==> src/hdl/assert_macros.svh <==
// ---------------------------------------------------------------------------
// Assertion macros
// Concurrent assertion wrappers, compiled out for synthesis.
// ---------------------------------------------------------------------------
`ifndef ASSERT_MACROS_SVH
`define ASSERT_MACROS_SVH

`ifndef SYNTHESIS
// property holds at every rising clock edge outside reset
`define ASSERT_CLK(lbl, clk, rst_n, prop) \
    lbl: assert property (@(posedge clk) disable iff (!rst_n) (prop)) \
    else $error("assertion failed");
// condition must never be seen outside reset
`define ASSERT_NEVER(lbl, clk, rst_n, cond) \
    lbl: assert property (@(posedge clk) disable iff (!rst_n) !(cond)) \
    else $error("forbidden condition seen");
`else
`define ASSERT_CLK(lbl, clk, rst_n, prop)
`define ASSERT_NEVER(lbl, clk, rst_n, cond)
`endif

`endif

==> src/hdl/bgad_pkg.sv <==
// ---------------------------------------------------------------------------
// bgad_pkg
// Shared types and constants of the bilevel to gray box downscaler.
// ---------------------------------------------------------------------------
package bgad_pkg;

    localparam int MAX_WIDTH  = 4096;
    localparam int MAX_FACTOR = 8;
    localparam int COL_AW     = $clog2(MAX_WIDTH);
    localparam int COUNT_W    = 7;

    localparam logic [2:0] REG_IN_WIDTH   = 3'd0;
    localparam logic [2:0] REG_IN_HEIGHT  = 3'd1;
    localparam logic [2:0] REG_OUT_WIDTH  = 3'd2;
    localparam logic [2:0] REG_OUT_HEIGHT = 3'd3;
    localparam logic [2:0] REG_LOW_STEP   = 3'd4;
    localparam logic [2:0] REG_BIT_ORDER  = 3'd5;

    typedef enum logic [3:0] {
        ST_IDLE,
        ST_BAND,
        ST_ROW,
        ST_SPAN,
        ST_RD,
        ST_ACC,
        ST_DIV,
        ST_POST,
        ST_EMIT,
        ST_ADV,
        ST_FIN,
        ST_EMITL,
        ST_DONE
    } t_state;

    typedef struct packed {
        logic accept;
        logic start_band;
        logic start_row;
        logic next_span;
        logic rd;
        logic acc;
        logic div_step;
        logic capture;
        logic pend_clear;
        logic adv;
        logic done;
    } t_cmd;

    typedef struct packed {
        logic bit_col_zero;
        logic band_row_zero;
        logic band_ok;
        logic ow_nonzero;
        logic loop_go;
        logic span_ended;
        logic emit_now;
        logic div_last;
        logic pend_valid;
        logic more_spans;
    } t_stat;

endpackage

==> src/hdl/bgad_ctrl.sv <==
// ---------------------------------------------------------------------------
// bgad_ctrl
// Sequencer: walks one input byte through band, row, span and emit steps.
// ---------------------------------------------------------------------------
module bgad_ctrl import bgad_pkg::*; (
    input  logic   i_clk,
    input  logic   i_rst_n,
    input  logic   i_in_valid,
    input  logic   i_out_stall,
    input  t_stat  i_stat,
    output t_cmd   o_cmd,
    output t_state o_state
);

    t_state r_state, n_state;

    always_ff @(posedge i_clk) begin
        if (!i_rst_n) begin
            r_state <= ST_IDLE;
        end else begin
            r_state <= n_state;
        end
    end

    assign o_state = r_state;

    // next state
    always_comb begin
        n_state = r_state;
        unique case (r_state)
            ST_IDLE: begin
                if (i_in_valid) n_state = ST_BAND;
            end
            ST_BAND: begin
                if (!i_stat.bit_col_zero)                     n_state = ST_RD;
                else if (!i_stat.band_row_zero)               n_state = ST_ROW;
                else if (i_stat.band_ok)                      n_state = ST_ROW;
                else                                          n_state = ST_IDLE;
            end
            ST_ROW:  n_state = i_stat.ow_nonzero ? ST_SPAN : ST_RD;
            ST_SPAN: n_state = ST_RD;
            ST_RD:   n_state = i_stat.loop_go ? ST_ACC : ST_FIN;
            ST_ACC: begin
                if (!i_stat.span_ended)   n_state = ST_FIN;
                else if (i_stat.emit_now) n_state = ST_DIV;
                else                      n_state = ST_ADV;
            end
            ST_DIV: begin
                if (i_stat.div_last) n_state = ST_POST;
            end
            ST_POST: n_state = i_stat.pend_valid ? ST_EMIT : ST_ADV;
            ST_EMIT: begin
                if (!i_out_stall) n_state = ST_ADV;
            end
            ST_ADV:  n_state = i_stat.more_spans ? ST_SPAN : ST_RD;
            ST_FIN:  n_state = i_stat.pend_valid ? ST_EMITL : ST_DONE;
            ST_EMITL: begin
                if (!i_out_stall) n_state = ST_DONE;
            end
            ST_DONE: n_state = ST_IDLE;
            default: n_state = ST_IDLE;
        endcase
    end

    // commands
    always_comb begin
        o_cmd = '0;
        unique case (r_state)
            ST_IDLE:  o_cmd.accept     = i_in_valid;
            ST_BAND:  o_cmd.start_band = i_stat.bit_col_zero && i_stat.band_row_zero
                                         && i_stat.band_ok;
            ST_ROW:   o_cmd.start_row  = 1'b1;
            ST_SPAN:  o_cmd.next_span  = 1'b1;
            ST_RD:    o_cmd.rd         = i_stat.loop_go;
            ST_ACC:   o_cmd.acc        = 1'b1;
            ST_DIV:   o_cmd.div_step   = 1'b1;
            ST_POST:  o_cmd.capture    = !i_stat.pend_valid;
            ST_EMIT:  o_cmd.capture    = !i_out_stall;
            ST_ADV:   o_cmd.adv        = 1'b1;
            ST_FIN:   o_cmd            = '0;
            ST_EMITL: o_cmd.pend_clear = !i_out_stall;
            ST_DONE:  o_cmd.done       = 1'b1;
            default:  o_cmd            = '0;
        endcase
    end

endmodule

==> config.mk <==
export PLATFORM = sky130hd
export DESIGN_NAME = bgad_ctrl
export DESIGN_NICKNAME = d
export VERILOG_FILES = /design/src/hdl/assert_macros.svh /design/src/hdl/bgad_pkg.sv /design/src/hdl/bgad_ctrl.sv
export SDC_FILE = /design/constraint.sdc
export NUM_CORES = 1
export LEC_CHECK = 0
export BUFFER_PORTS_ARGS = -buffer_cell sky130_fd_sc_hd__buf_2
export CORE_UTILIZATION = 25
export CTS_CLUSTER_DIAMETER = 200
export CTS_CLUSTER_SIZE = 28
export DETAILED_ROUTE_END_ITERATION = 7
export PLACE_DENSITY = 0.61
export SLEW_MARGIN = 30
export SYNTH_ARGS = -nofsm -noshare
export SYNTH_HDL_FRONTEND = slang
export SYNTH_SLANG_ARGS = --single-unit
==> constraint.sdc <==
create_clock -name i_clk -period 2.4 [get_ports i_clk]
set_input_delay 0.36 -clock i_clk [delete_from_list [all_inputs] [get_ports i_clk]]
set_output_delay 0.36 -clock i_clk [all_outputs]
set_load 0.05 [all_outputs]
==> impl_metrics.toml <==
[logic_synthesis]
synth_top_family_by_area = "simple AND/OR/NAND/NOR gates"
async_reset_ff_share_pct = 0
seq_area_frac_synth_pct = 14.8
synth_mux_area_share_pct = 1.86
synth_cells = 75
yosys.area_share.adder_pct = 0
synth-seq-cells = 4
yosys_warnings = 0
synth_edf_count = 0
synth.distinct_cells = 36
synth_compound_gate_area_share_pct = 27.4
syn-num-nets = 89
synthXorXnorAreaFrac_pct = 1.62
synthFlopType = "dfxtp_1"
syn_area_um2 = 539
synth-simple-area-share_pct = 44.3
synth_area_per_cell_um2 = 7.19

[worst_hold_path]
holdPathStages = 2
hold_path.class = "in2reg"

[drt]
top_layer_used = "met3"
post_drt_wl_per_cell_um = 12.1
firstDrtPassIters = 4
post-route-drc-count = 0
drtAntennaViolNets = 0
drt_iter0_drc = 8
avgViaCountPerCell = 4.95
dr_total_vias = 639
drt_wl_total_um = 1560
route.met3.wl_um = 90
wl_met1_um = 783
met2_length_um = 683

[setup_path]
start_kind = "register"
reg2reg_slack_ns = 0.73
cp_data_required_time_ns = 2.04
path_class = "reg2out"
worst-path-max-fanout = 16
end_kind = "primary output"
reg2regPathDepth = 5
worstPathArrival_ns = 1.63

[clock_tree]
cts_root_buf = "clkbuf_4"
path_clk_slew_ns = 0.04
cts.sinks = 4
cts_hold_buf = 0
cts_resized = 0
cts_setup_buffers = 0
insertion_delay_ns = 0.23
htreeDepth = 1
numCtsBuffers = 3
clockBufferDepth = 2
tritoncts = "done"

[pwr]
ir_worst_vdd_uv = 188
p_per_area_mw_per_mm2 = 581
leakage_nw = 0.342

[status]
status = "finished clean"

[floorplanning]
core_mm2 = 0.00200
rows = 16
die_area_mm2 = 0.00235
die_h_um = 48.4
initial_core_util_pct = 26.9
boundaryPins = 29
die-width_um = 48.4

[finish]
area_delta_synth_final_pct = 30.9
final_area_um2 = 706
largest_register_ffs = 4
regArea_um2 = 80.1
multiInputGateArea_um2 = 410
num_antenna_cells = 0
drive_above_1_share_pct = 35.3
fill_cells = 226
nets = 118

[global_routing]
antenna_found_initial = 0
grt_max_degree = 17
grt_pass1_vias = 585
gr-usage-all-layers_pct = 14.0
grt_pass1_wl_um = 2600
grt.overflow.total = 0

[sta]
slew_viol_final = 0
fin_crit_sh_pct = 83.1
period_needed_ns = 1.99
finClkSkew_ns = 0.00156
hold_violations = 0
setup_violations = 0
worst_slew_pin_slew_ns = 0.515
rsz0062_at_grt = "no"
fin_setup_tns_ns = 0
max_freq_mhz = 501
slew_headroom_pct = 65.3

[place]
dp_hpwl_um = 1210
io_buffers = 28
place_congestion = 0.907
placed_area_um2 = 683

[run]
drv_cap = 0
power by group:
part / switching [mW] / internal [mW]
sequential: 0.0335 / 0.0758
combinational: 0.139 / 0.0776
clock: 0.0279 / 0.0560
total: 0.201 / 0.209
layer usage:
| layer | vias to the layer above | track usage [%] |
|---|---|---|
| met2 | 23 | 21.6 |
| met5 | - | 0 |
| li1 | 328 | - |
| met3 | 0 | 3.46 |
| met4 | 0 | 5.88 |
| met1 | 288 | 18.4 |
path summary, 6_finish.rpt:
path                   start    endpoint
setup reg to reg  o_state[1]  o_state[1]
hold / removal       i_rst_n  o_state[3]
hold reg to reg   o_state[3]  o_state[0]
setup / recovery  o_state[0]    o_cmd[2]
worst max-delay path, cell delays in order, from the launching register on:
cell and delay [ns]:
dfxtp_1 0.61, nor2b_1 0.27, nand3_1 0.12, nor2_1 0.13, buf_2 0.27
Yosys cell counts, types with 2 or more instances:
master / number / share of area (%)
o2bb2ai_1: 2 / 3.2
nand2b_1: 3 / 3.5
o21ai_0: 4 / 3.7
dfxtp_1: 4 / 15
nand3_1: 3 / 2.8
inv_1: 5 / 3.5
and3_1: 3 / 3.5
a32o_1: 2 / 3.7
nand2_1: 6 / 4.2
and2b_1: 2 / 2.8
o22ai_1: 2 / 2.3
a22oi_1: 2 / 2.8
nor2_1: 9 / 6.3
buf_6: 2 / 4.2
nor2b_1: 5 / 5.8
metrics by stage:
step	std cells	setup WS [ns]	total power [mW]	utilization, %	hold slack, ns
3_5_place_dp	126	0.658	0.325	34.1	0.675
5_1_grt	129	0.234	0.445	35.3	0.423
2_1_floorplan	75	0.250	0.283	-	0.500
4_1_cts	129	0.405	0.414	35.3	0.423
6_report	129	0.406	0.410	35.3	0.433
3_3_place_gp	126	0.664	0.326	34.1	0.666
area by class of cell:
cell class	instances	share of cell area [%]
flip-flops and latches	4	11.3
multi-input cells	62	58.2
clock buffers	3	3.19
well taps	27	4.79
inverters	5	2.66
repair buffers	28	19.9
cell families (layout without fill, tap and decap cells):
family / Yosys count / in the layout
simple gates: 40 / 40
compound gates: 20 / 20
buf+inv: 9 / 36
flops: 4 / 4
xor+xnor: 1 / 1
mux: 1 / 1
cells in the final DEF, fill, tap and decap left out, types with 2 or more instances in the layout:
| master | Yosys | layout |
|---|---|---|
| o2bb2ai_1 | 2 | 2 |
| clkbuf_4 | 0 | 3 |
| a32o_1 | 2 | 2 |
| o21ai_0 | 4 | 4 |
| nor2_1 | 9 | 9 |
| nor2b_1 | 5 | 5 |
| and2b_1 | 2 | 2 |
| nand2b_1 | 3 | 3 |
| dfxtp_1 | 4 | 4 |
| o22ai_1 | 2 | 2 |
| a22oi_1 | 2 | 2 |
| buf_2 | 1 | 28 |
| nand3_1 | 3 | 3 |
| and3_1 | 3 | 3 |
| nand2_1 | 6 | 6 |
| inv_1 | 5 | 5 |
Note: power is estimated with default switching activity, not from simulation.
